### config.mk
export PLATFORM = sky130hd
export DESIGN_NAME = multilevel_feedback_queue_scheduler
export DESIGN_NICKNAME = d
export VERILOG_FILES = /design/src/rtl/core/mfqs_pkg.sv /design/src/rtl/core/multilevel_feedback_queue_scheduler.sv /design/src/rtl/core/mfqs_cell.sv
export SDC_FILE = /design/constraint.sdc
export NUM_CORES = 2
export LEC_CHECK = 0
export CAP_MARGIN = 20
export CORE_MARGIN = 2
export CORE_UTILIZATION = 45
export CTS_CLUSTER_DIAMETER = 50
export DETAILED_ROUTE_END_ITERATION = 8
export DONT_BUFFER_PORTS = 1
export GPL_TIMING_DRIVEN = 1
export PLACE_DENSITY_LB_ADDON = 0.3
export SYNTH_ARGS = -nofsm -noshare
export SYNTH_HDL_FRONTEND = slang
export SYNTH_SLANG_ARGS = --single-unit
export TNS_END_PERCENT = 20
### constraint.sdc
create_clock -name clock -period 10.6 [get_ports clock]
set_input_delay 1.59 -clock clock [delete_from_list [all_inputs] [get_ports clock]]
set_output_delay 1.59 -clock clock [all_outputs]
set_load 0.01 [all_outputs]
### src/rtl/core/mfqs_pkg.sv
// Shared package of the multilevel feedback queue scheduler: widths, codes and the
// cell entry and cell command types. No dependencies.
package mfqs_pkg;
   localparam int THREAD_W   = 4;
   localparam int LEVEL_W    = 3;   // holds levels of up to eight queues
   localparam int POS_W      = 6;   // holds positions of up to 64 cells
   localparam int AGE_W      = 16;
   localparam int SLOT_W     = 8;
   localparam int ACTION_W   = 3;
   localparam int START_W    = 2;
   localparam int OUT_LVL_W  = 2;
   localparam int CSR_IDX_W  = 3;
   localparam int CSR_DATA_W = 16;

   localparam int DEF_NUM_LEVELS  = 4;
   localparam int DEF_MAX_THREADS = 16;

   localparam logic [ACTION_W-1:0] ACT_ADD       = 3'd0;
   localparam logic [ACTION_W-1:0] ACT_UPGRADE   = 3'd1;
   localparam logic [ACTION_W-1:0] ACT_DOWNGRADE = 3'd2;
   localparam logic [ACTION_W-1:0] ACT_KEEP      = 3'd3;
   localparam logic [ACTION_W-1:0] ACT_AGE_TICK  = 3'd4;
   localparam logic [ACTION_W-1:0] ACT_REMOVE    = 3'd5;

   localparam logic [CSR_IDX_W-1:0] CSR_QUANTA_0 = 3'd0;
   localparam logic [CSR_IDX_W-1:0] CSR_QUANTA_1 = 3'd1;
   localparam logic [CSR_IDX_W-1:0] CSR_QUANTA_2 = 3'd2;
   localparam logic [CSR_IDX_W-1:0] CSR_QUANTA_3 = 3'd3;
   localparam logic [CSR_IDX_W-1:0] CSR_AGE_1    = 3'd4;
   localparam logic [CSR_IDX_W-1:0] CSR_AGE_2    = 3'd5;
   localparam logic [CSR_IDX_W-1:0] CSR_AGE_3    = 3'd6;

   localparam logic       STATUS_DONE    = 1'b0;
   localparam logic       STATUS_IGNORED = 1'b1;
   localparam logic [AGE_W-1:0] AGE_MAX  = '1;

   typedef struct packed {
      logic [THREAD_W-1:0] tid;
      logic [LEVEL_W-1:0]  level;
      logic [AGE_W-1:0]    age;
      logic [SLOT_W-1:0]   slots;
   } entry_type;

   typedef struct packed {
      logic      valid;
      entry_type data;
   } cell_state_type;

   typedef struct packed {
      logic             shift_en;   // cells at or after shift_pos take their right neighbour
      logic [POS_W-1:0] shift_pos;
      logic             load_en;    // load_pos takes load_data (wins over shift)
      logic [POS_W-1:0] load_pos;
      entry_type        load_data;
      logic             age_en;     // in-place age update
      logic [POS_W-1:0] age_pos;
      logic [AGE_W-1:0] age_val;
   } cell_cmd_type;
endpackage

### src/rtl/core/multilevel_feedback_queue_scheduler.sv
// Multilevel feedback queue scheduler, top level: sequencer, registers, cell chain.
// Depends on mfqs_pkg and mfqs_cell.
// Add/upgrade/downgrade/keep/remove pass through the exec and report states to the strobe.
// Age tick walks the chain once for each of levels 1..NUM_LEVELS-1, one chain position
// per cycle while no thread is promoted; a promotion holds the walk at its position.
// One word at a time; busy is high until the result strobe. Receiver cannot stall.
// Reset clears all queues and loads the register defaults; no clearing pass.
module multilevel_feedback_queue_scheduler #(
   parameter int NUM_LEVELS  = mfqs_pkg::DEF_NUM_LEVELS,
   parameter int MAX_THREADS = mfqs_pkg::DEF_MAX_THREADS
) (
   input  logic                            clock,
   input  logic                            reset,
   input  logic                            start,
   output logic                            busy,
   input  logic [mfqs_pkg::ACTION_W-1:0]   req_action,
   input  logic [mfqs_pkg::THREAD_W-1:0]   req_thread_id,
   input  logic [mfqs_pkg::START_W-1:0]    req_start_level,
   output logic                            rsp_strobe,
   output logic                            rsp_next_valid,
   output logic [mfqs_pkg::THREAD_W-1:0]   rsp_head_thread,
   output logic [mfqs_pkg::OUT_LVL_W-1:0]  rsp_thread_level,
   output logic [mfqs_pkg::SLOT_W-1:0]     rsp_thread_slots,
   output logic                            rsp_status,
   input  logic                            csr_write_en,
   input  logic [mfqs_pkg::CSR_IDX_W-1:0]  csr_index,
   input  logic [mfqs_pkg::CSR_DATA_W-1:0] csr_wdata
);
   import mfqs_pkg::*;

   localparam int PW = (MAX_THREADS > 1) ? $clog2(MAX_THREADS) : 1;
   localparam int CW = $clog2(MAX_THREADS + 1);
   localparam logic [LEVEL_W-1:0] LAST_LVL = LEVEL_W'(NUM_LEVELS - 1);

   localparam logic [1:0] ST_IDLE   = 2'd0;
   localparam logic [1:0] ST_EXEC   = 2'd1;
   localparam logic [1:0] ST_TICK   = 2'd2;
   localparam logic [1:0] ST_REPORT = 2'd3;

   // configuration registers
   logic [SLOT_W-1:0] quanta_ff [4];
   logic [AGE_W-1:0]  age_lim_ff [3];

   always_ff @(posedge clock) begin
      if (reset) begin
         quanta_ff[0]  <= 8'd1;
         quanta_ff[1]  <= 8'd2;
         quanta_ff[2]  <= 8'd4;
         quanta_ff[3]  <= 8'd8;
         age_lim_ff[0] <= 16'd100;
         age_lim_ff[1] <= 16'd100;
         age_lim_ff[2] <= 16'd100;
      end else if (csr_write_en) begin
         case (csr_index)
            CSR_QUANTA_0: quanta_ff[0]  <= csr_wdata[SLOT_W-1:0];
            CSR_QUANTA_1: quanta_ff[1]  <= csr_wdata[SLOT_W-1:0];
            CSR_QUANTA_2: quanta_ff[2]  <= csr_wdata[SLOT_W-1:0];
            CSR_QUANTA_3: quanta_ff[3]  <= csr_wdata[SLOT_W-1:0];
            CSR_AGE_1:    age_lim_ff[0] <= csr_wdata;
            CSR_AGE_2:    age_lim_ff[1] <= csr_wdata;
            CSR_AGE_3:    age_lim_ff[2] <= csr_wdata;
            default: ;
         endcase
      end
   end

   // cell chain: cell i takes cell i+1 on a shift; the end of the chain shifts in empty
   cell_cmd_type   cmd;
   cell_state_type cells [MAX_THREADS];
   cell_state_type rights [MAX_THREADS];

   genvar gi;
   generate
      for (gi = 0; gi < MAX_THREADS; gi++) begin : g_cell
         if (gi < MAX_THREADS - 1) begin : g_mid
            assign rights[gi] = cells[gi+1];
         end else begin : g_end
            assign rights[gi] = '0;
         end
         mfqs_cell #(.IDX(gi)) u_cell (
            .clock (clock),
            .reset (reset),
            .cmd   (cmd),
            .right (rights[gi]),
            .cur   (cells[gi])
         );
      end
   endgenerate

   // control state
   logic [1:0]          state_ff, state_in;
   logic [CW-1:0]       count_ff, count_in;
   logic [CW-1:0]       pos_ff, pos_in;     // tick walk position
   logic [LEVEL_W-1:0]  lvl_ff, lvl_in;     // tick walk level
   logic [ACTION_W-1:0] action_ff;
   logic [THREAD_W-1:0] tid_ff;
   logic [START_W-1:0]  start_lvl_ff;
   logic                status_ff, status_in;

   // word latch
   always_ff @(posedge clock) begin
      if (start && !busy) begin
         action_ff    <= req_action;
         tid_ff       <= req_thread_id;
         start_lvl_ff <= req_start_level;
      end
   end

   // locate the addressed thread (at most one cell matches)
   logic          found;
   logic [PW-1:0] fpos;
   always_comb begin
      found = 1'b0;
      fpos  = '0;
      for (int i = 0; i < MAX_THREADS; i++) begin
         if (cells[i].valid && cells[i].data.tid == tid_ff) begin
            found = 1'b1;
            fpos  = PW'(i);
         end
      end
   end

   entry_type f_e, t_e;
   assign f_e = cells[fpos].data;
   assign t_e = cells[pos_ff[PW-1:0]].data;

   // next state and chain command
   logic                move_en, add_en;
   logic [POS_W-1:0]    move_pos;
   logic [LEVEL_W-1:0]  tgt_lvl;
   logic [THREAD_W-1:0] move_tid;
   logic [1:0]          qidx;
   logic [1:0]          aidx;
   logic [AGE_W-1:0]    new_age;
   logic [LEVEL_W-1:0]  start_sat;

   always_comb begin
      state_in  = state_ff;
      count_in  = count_ff;
      pos_in    = pos_ff;
      lvl_in    = lvl_ff;
      status_in = status_ff;
      move_en   = 1'b0;
      add_en    = 1'b0;
      move_pos  = POS_W'(fpos);
      tgt_lvl   = '0;
      move_tid  = tid_ff;
      cmd       = '0;
      new_age   = (t_e.age == AGE_MAX) ? AGE_MAX : t_e.age + 1'b1;
      start_sat = (int'(start_lvl_ff) >= NUM_LEVELS - 1) ? LAST_LVL
                                                          : LEVEL_W'(start_lvl_ff);
      aidx      = (lvl_ff > LEVEL_W'(3)) ? 2'd2 : 2'(lvl_ff - 1'b1);

      case (state_ff)
         ST_IDLE: begin
            if (start) begin
               state_in = ST_EXEC;
            end
         end
         ST_EXEC: begin
            status_in = STATUS_DONE;
            state_in  = ST_REPORT;
            case (action_ff)
               ACT_ADD: begin
                  if (found || int'(tid_ff) >= MAX_THREADS) begin
                     status_in = STATUS_IGNORED;
                  end else begin
                     add_en  = 1'b1;
                     tgt_lvl = start_sat;
                  end
               end
               ACT_UPGRADE: begin
                  if (!found) begin
                     status_in = STATUS_IGNORED;
                  end else if (f_e.level != '0) begin
                     move_en = 1'b1;
                     tgt_lvl = f_e.level - 1'b1;
                  end
               end
               ACT_DOWNGRADE: begin
                  if (!found) begin
                     status_in = STATUS_IGNORED;
                  end else begin
                     move_en = 1'b1;
                     tgt_lvl = (f_e.level == LAST_LVL) ? f_e.level : f_e.level + 1'b1;
                  end
               end
               ACT_KEEP: begin
                  if (!found) begin
                     status_in = STATUS_IGNORED;
                  end else begin
                     move_en = 1'b1;
                     tgt_lvl = f_e.level;
                  end
               end
               ACT_AGE_TICK: begin
                  state_in = ST_TICK;
                  lvl_in   = LEVEL_W'(1);
                  pos_in   = '0;
               end
               ACT_REMOVE: begin
                  if (!found) begin
                     status_in = STATUS_IGNORED;
                  end else begin
                     cmd.shift_en  = 1'b1;
                     cmd.shift_pos = POS_W'(fpos);
                     count_in      = count_ff - 1'b1;
                  end
               end
               default: status_in = STATUS_IGNORED;
            endcase
         end
         ST_TICK: begin
            // walk level lvl_ff in chain order; a promoted thread goes to the tail
            // at the level above, so the walk stays at the same position
            if (pos_ff >= count_ff) begin
               pos_in = '0;
               if (lvl_ff == LAST_LVL) begin
                  state_in = ST_REPORT;
               end else begin
                  lvl_in = lvl_ff + 1'b1;
               end
            end else if (t_e.level == lvl_ff) begin
               if (new_age > age_lim_ff[aidx]) begin
                  move_en  = 1'b1;
                  move_pos = POS_W'(pos_ff[PW-1:0]);
                  tgt_lvl  = lvl_ff - 1'b1;
                  move_tid = t_e.tid;
               end else begin
                  cmd.age_en  = 1'b1;
                  cmd.age_pos = POS_W'(pos_ff[PW-1:0]);
                  cmd.age_val = new_age;
                  pos_in      = pos_ff + 1'b1;
               end
            end else begin
               pos_in = pos_ff + 1'b1;
            end
         end
         ST_REPORT: state_in = ST_IDLE;
         default:   state_in = ST_IDLE;
      endcase

      qidx = (tgt_lvl > LEVEL_W'(3)) ? 2'd3 : tgt_lvl[1:0];
      cmd.load_data.tid   = move_tid;
      cmd.load_data.level = tgt_lvl;
      cmd.load_data.age   = '0;
      cmd.load_data.slots = quanta_ff[qidx];
      if (add_en) begin
         cmd.load_en  = 1'b1;
         cmd.load_pos = POS_W'(count_ff);
         count_in     = count_ff + 1'b1;
      end
      if (move_en) begin
         cmd.shift_en  = 1'b1;
         cmd.shift_pos = move_pos;
         cmd.load_en   = 1'b1;
         cmd.load_pos  = POS_W'(count_ff - 1'b1);
      end
   end

   always_ff @(posedge clock) begin
      if (reset) begin
         state_ff <= ST_IDLE;
         count_ff <= '0;
      end else begin
         state_ff <= state_in;
         count_ff <= count_in;
      end
   end

   always_ff @(posedge clock) begin
      pos_ff    <= pos_in;
      lvl_ff    <= lvl_in;
      status_ff <= status_in;
   end

   // head of the highest non-empty level
   logic [NUM_LEVELS-1:0] lvl_any;
   logic [LEVEL_W-1:0]    head_lvl;
   logic [THREAD_W-1:0]   head_tid;
   always_comb begin
      lvl_any  = '0;
      head_lvl = '0;
      head_tid = '0;
      for (int i = 0; i < MAX_THREADS; i++) begin
         for (int l = 0; l < NUM_LEVELS; l++) begin
            if (cells[i].valid && cells[i].data.level == LEVEL_W'(l)) begin
               lvl_any[l] = 1'b1;
            end
         end
      end
      for (int l = NUM_LEVELS - 1; l >= 0; l--) begin
         if (lvl_any[l]) begin
            head_lvl = LEVEL_W'(l);
         end
      end
      for (int i = MAX_THREADS - 1; i >= 0; i--) begin
         if (cells[i].valid && cells[i].data.level == head_lvl) begin
            head_tid = cells[i].data.tid;
         end
      end
   end

   // result word: registered, shown for one cycle
   logic                 strobe_ff;
   logic                 next_valid_ff;
   logic [THREAD_W-1:0]  head_thread_ff;
   logic [OUT_LVL_W-1:0] out_lvl_ff;
   logic [SLOT_W-1:0]    out_slots_ff;
   logic                 out_status_ff;
   logic                 show_thread;

   assign show_thread = found && status_ff == STATUS_DONE && action_ff != ACT_AGE_TICK;

   always_ff @(posedge clock) begin
      if (reset) begin
         strobe_ff <= 1'b0;
      end else begin
         strobe_ff <= (state_ff == ST_REPORT);
      end
   end

   always_ff @(posedge clock) begin
      if (state_ff == ST_REPORT) begin
         next_valid_ff  <= |lvl_any;
         head_thread_ff <= head_tid;
         out_lvl_ff     <= show_thread ? f_e.level[OUT_LVL_W-1:0] : '0;
         out_slots_ff   <= show_thread ? f_e.slots : '0;
         out_status_ff  <= status_ff;
      end
   end

   assign busy             = (state_ff != ST_IDLE);
   assign rsp_strobe       = strobe_ff;
   assign rsp_next_valid   = next_valid_ff;
   assign rsp_head_thread  = head_thread_ff;
   assign rsp_thread_level = out_lvl_ff;
   assign rsp_thread_slots = out_slots_ff;
   assign rsp_status       = out_status_ff;

   // queued cells always form a prefix of the chain of length count
   logic [MAX_THREADS-1:0] valid_vec;
   always_comb begin
      for (int i = 0; i < MAX_THREADS; i++) begin
         valid_vec[i] = cells[i].valid;
      end
   end

   a_count_matches : assert property (@(posedge clock) disable iff (reset)
      int'(count_ff) == $countones(valid_vec))
      else $error("queue count disagrees with occupied cells");

   a_accept_busy : assert property (@(posedge clock) disable iff (reset)
      (start && !busy) |=> busy)
      else $error("accepted word did not raise busy");

   a_strobe_idle : assert property (@(posedge clock) disable iff (reset)
      rsp_strobe |-> !busy && $past(state_ff) == ST_REPORT)
      else $error("result strobe outside report");

   a_head_valid : assert property (@(posedge clock) disable iff (reset)
      rsp_strobe |-> rsp_next_valid == (count_ff != '0))
      else $error("head valid disagrees with queue count");
endmodule

### src/rtl/core/mfqs_cell.sv
// One cell of the scheduler's queue chain: holds one queued thread word.
// Depends on mfqs_pkg.
module mfqs_cell #(
   parameter int IDX = 0
) (
   input  logic                    clock,
   input  logic                    reset,
   input  mfqs_pkg::cell_cmd_type  cmd,
   input  mfqs_pkg::cell_state_type right,
   output mfqs_pkg::cell_state_type cur
);
   import mfqs_pkg::*;

   localparam logic [POS_W-1:0] MY_POS = POS_W'(IDX);

   logic      valid_ff, valid_in;
   entry_type data_ff, data_in;

   always_comb begin
      valid_in = valid_ff;
      data_in  = data_ff;
      if (cmd.load_en && cmd.load_pos == MY_POS) begin
         valid_in = 1'b1;
         data_in  = cmd.load_data;
      end else if (cmd.shift_en && MY_POS >= cmd.shift_pos) begin
         valid_in = right.valid;
         data_in  = right.data;
      end else if (cmd.age_en && cmd.age_pos == MY_POS) begin
         data_in.age = cmd.age_val;
      end
   end

   always_ff @(posedge clock) begin
      if (reset) begin
         valid_ff <= 1'b0;
      end else begin
         valid_ff <= valid_in;
      end
   end

   always_ff @(posedge clock) begin
      data_ff <= data_in;
   end

   assign cur.valid = valid_ff;
   assign cur.data  = data_ff;
endmodule
==> results_dict.tcl <==
set metrics [dict create \
    synth.cell_area_um2 36500 \
    end_kind "flop" \
    vias 30500 \
    synth_edf_count 354 \
    setup_viol 0 \
    rsz0062_at_grt "false" \
    slew_headroom 0.233 \
    gp_congestion 0.953 \
    ys_ff_latch 634 \
    yosys.cell_count.top_type "nand2_1" \
    synth_nets 3891 \
    min_period_ps 9600 \
    fmax_ghz 0.104 \
    p_int_w 0.00572 \
    synth_ff_type "edfxtp_1" \
    nets 3770 \
    finalWirelength_um 118000 \
    tightestPinTransition_ps 1150 \
    vias_per_cell 6.33 \
    area_growth_pct 10.0 \
    final_cells 4822 \
    synthCells 3814 \
    antenna_found_initial 6 \
    grt_pass1_wl_um 179000 \
    post_cts_buffers 0 \
    cts_buffers 85 \
    core_area_um2 80400 \
    hold_buffers 0 \
    ir_drop_uv 200 \
    synth_area_leader_cell "edfxtp_1" \
    wire_per_inst_um 24.4 \
    p_leak_nw 14.9 \
    arrival_ps 9780 \
    port_buffers 0 \
    worstSkewPairLatency_ps 640 \
    fillers 7381 \
    switching_power_w 0.00272 \
    power_switching_share 0.322 \
    clockPowerShare 0.344 \
    yosysUniqueCellTypes 107 \
    slew_violations 0 \
    drt_pre_antenna_iters 6 \
    post_cts_resized 0 \
    place_hpwl_um 80200 \
    cts_tree "built" \
    synthTopCellsByArea "edfxtp_1 (29%), dfxtp_1 (15%), mux4_2 (7.3%), nand2_1 (6.2%), nor2_1 (5.1%)" \
    cp.required_ps 10780 \
    die_area_um2 83400 \
    skew_ps 29.4 \
    crit_type "flop to flop" \
    die_w_um 289 \
    diodes 0 \
    tns_ps 0 \
    grt_max_degree 67 \
    synth.top_cells.by_count "nand2_1 (602), nor2_1 (494), edfxtp_1 (354)" \
    clock_tree.buffer_depth 3 \
    dp_cells 4657 \
    overflow 0 \
    hold_violations 0 \
    seq_area_frac_synth 0.445 \
    fin_hold_ws_ps 475 \
    layout-drive-gt1-share 0.136 \
    async_reset_ff_frac 0 \
    dpl_cell_area_um2 37100 \
    synth_warnings 0 \
    hold_path_class "flop to flop" \
    num_rows 104 \
    h-tree-depth 3 \
    ant_nets 0 \
    dieHeight_um 289 \
    avgSynthCellArea_um2 9.57 \
    grt_pass1_vias 28300 \
    place_ws_ps 1050 \
    fin_crit_sh 0.905 \
    cap_violations 0 \
    outcome "finished clean" \
    seqPwrFrac 0.400 \
    worst_setup_path_start_kind "flop" \
    stdcell_area_um2 40200 \
    clk_pin_slew_worst_paths_ps 60 \
    initial_core_util 0.454 \
    power_density_nw_per_um2 210 \
    yosys.area.top_type_share 0.291 \
    post-route-drc-count 0 \
    worstPathMaxFanout 32 \
    cts_sinks 634 \
    drt_iter0_markers 3385 \
    pwr-share-comb 0.256 \
    ios 50 \
    gr-usage-all-layers 0.279 \
    cts_root_buf "clkbuf_16" \
    layout_setup_ws_ps 1000 \
]
[stage by stage]
step                 util  power (W)
floorplan               -    0.00487
global placement    0.462    0.00548
detailed placement  0.462    0.00551
CTS                 0.497    0.00840
global route        0.500    0.00878
finish              0.500    0.00844
[final timing paths]
kind	startpoint	to	slack, ps	cells after the start
setup / recovery	pos_ff[0]$_SDFFCE_PP0P_	g_cell[14].u_cell.cur[26]$_DFFE_PP_	1000	22
hold / removal	g_cell[15].u_cell.cur[22]$_SDFFE_PP0P_	g_cell[15].u_cell.cur[22]$_SDFFE_PP0P_	480	2
setup reg to reg	pos_ff[0]$_SDFFCE_PP0P_	g_cell[14].u_cell.cur[26]$_DFFE_PP_	1000	22
hold reg to reg	g_cell[15].u_cell.cur[22]$_SDFFE_PP0P_	g_cell[15].u_cell.cur[22]$_SDFFE_PP0P_	480	2
[critical path, cell delays in order (launching register included)]
cell      delay, ps
edfxtp_1       1030
buf_4           400
buf_4           490
mux4_2          400
mux4_2          490
and3_1          220
nand2_1          90
nor2_1           70
nand4_1         470
and2_1          430
ha_1            220
nor2b_1          50
o21a_1          160
o21a_1          160
o21ai_0         170
a21oi_1          90
o31ai_1         740
a21oi_2         460
o21ai_4         640
mux2i_1         650
nor3_1          190
nand2_1         770
nand2_1         720
[layer usage]
layer,GRT usage,share of wire,vias up
met5,0,0.00047,-
met1,0.404,0.42,14800
met2,0.418,0.44,1658
met4,0.0836,0.028,8
li1,-,-,13800
met3,0.0603,0.11,213
[cells by family after synthesis]
logic type,after synthesis,synth area share
buffers and inverters,351,0.0440
AO/OA/AOI/OAI,934,0.182
adder cells (fa/ha/maj),45,0.0156
multiplexers,211,0.0992
XOR/XNOR,85,0.0204
AND/OR/NAND/NOR,1554,0.194
flip-flops,634,0.445
[flip-flops by register name (all words and copies together), names as in the netlist, 2 cells and up]
name,count
g_cell.u_cell.cur,496
rsp_head_thread,4
count_ff,5
age_lim_ff,48
start_lvl_ff,2
g_cell.u_cell.valid_ff,16
rsp_thread_slots,8
state_ff,2
pos_ff,5
lvl_ff,3
action_ff,3
rsp_thread_level,2
quanta_ff,32
tid_ff,4
[layout make-up]
class,count,area (um2),share of cell area
repair buffers,100,877,0.0218
flip-flops and latches,634,16200,0.404
clock inverters,52,541,0.0135
multi-input cells,2829,18700,0.466
well taps,1060,1330,0.0330
inverters,43,165,0.00411
clock buffers,104,2300,0.0573
[power by group through the flow]
stage	sequential, W	combinational (W)	clock [W]
after floorplan	0.00322	0.00164	0
after global routing	0.00343	0.00232	0.00303
after global placement	0.00341	0.00207	0
after detailed placement	0.00341	0.00210	0
after CTS	0.00336	0.00211	0.00292
final	0.00338	0.00216	0.00290
[cells in the final DEF, fill, tap and decap left out, types with 44 or more instances in the layout]
cell,netlist,routed
a211oi_1,184,184
a21oi_1,264,263
and2_1,57,56
buf_4,16,89
clkbuf_16,0,89
dfxtp_1,280,280
edfxtp_1,354,354
ha_1,44,44
mux2i_1,79,77
mux4_2,118,118
nand2_1,602,602
nand3_1,148,148
nor2_1,494,490
o21ai_0,173,173
o31ai_1,52,52
o31ai_2,72,72
xor2_1,50,50
(Power assumes the default switching activity.)
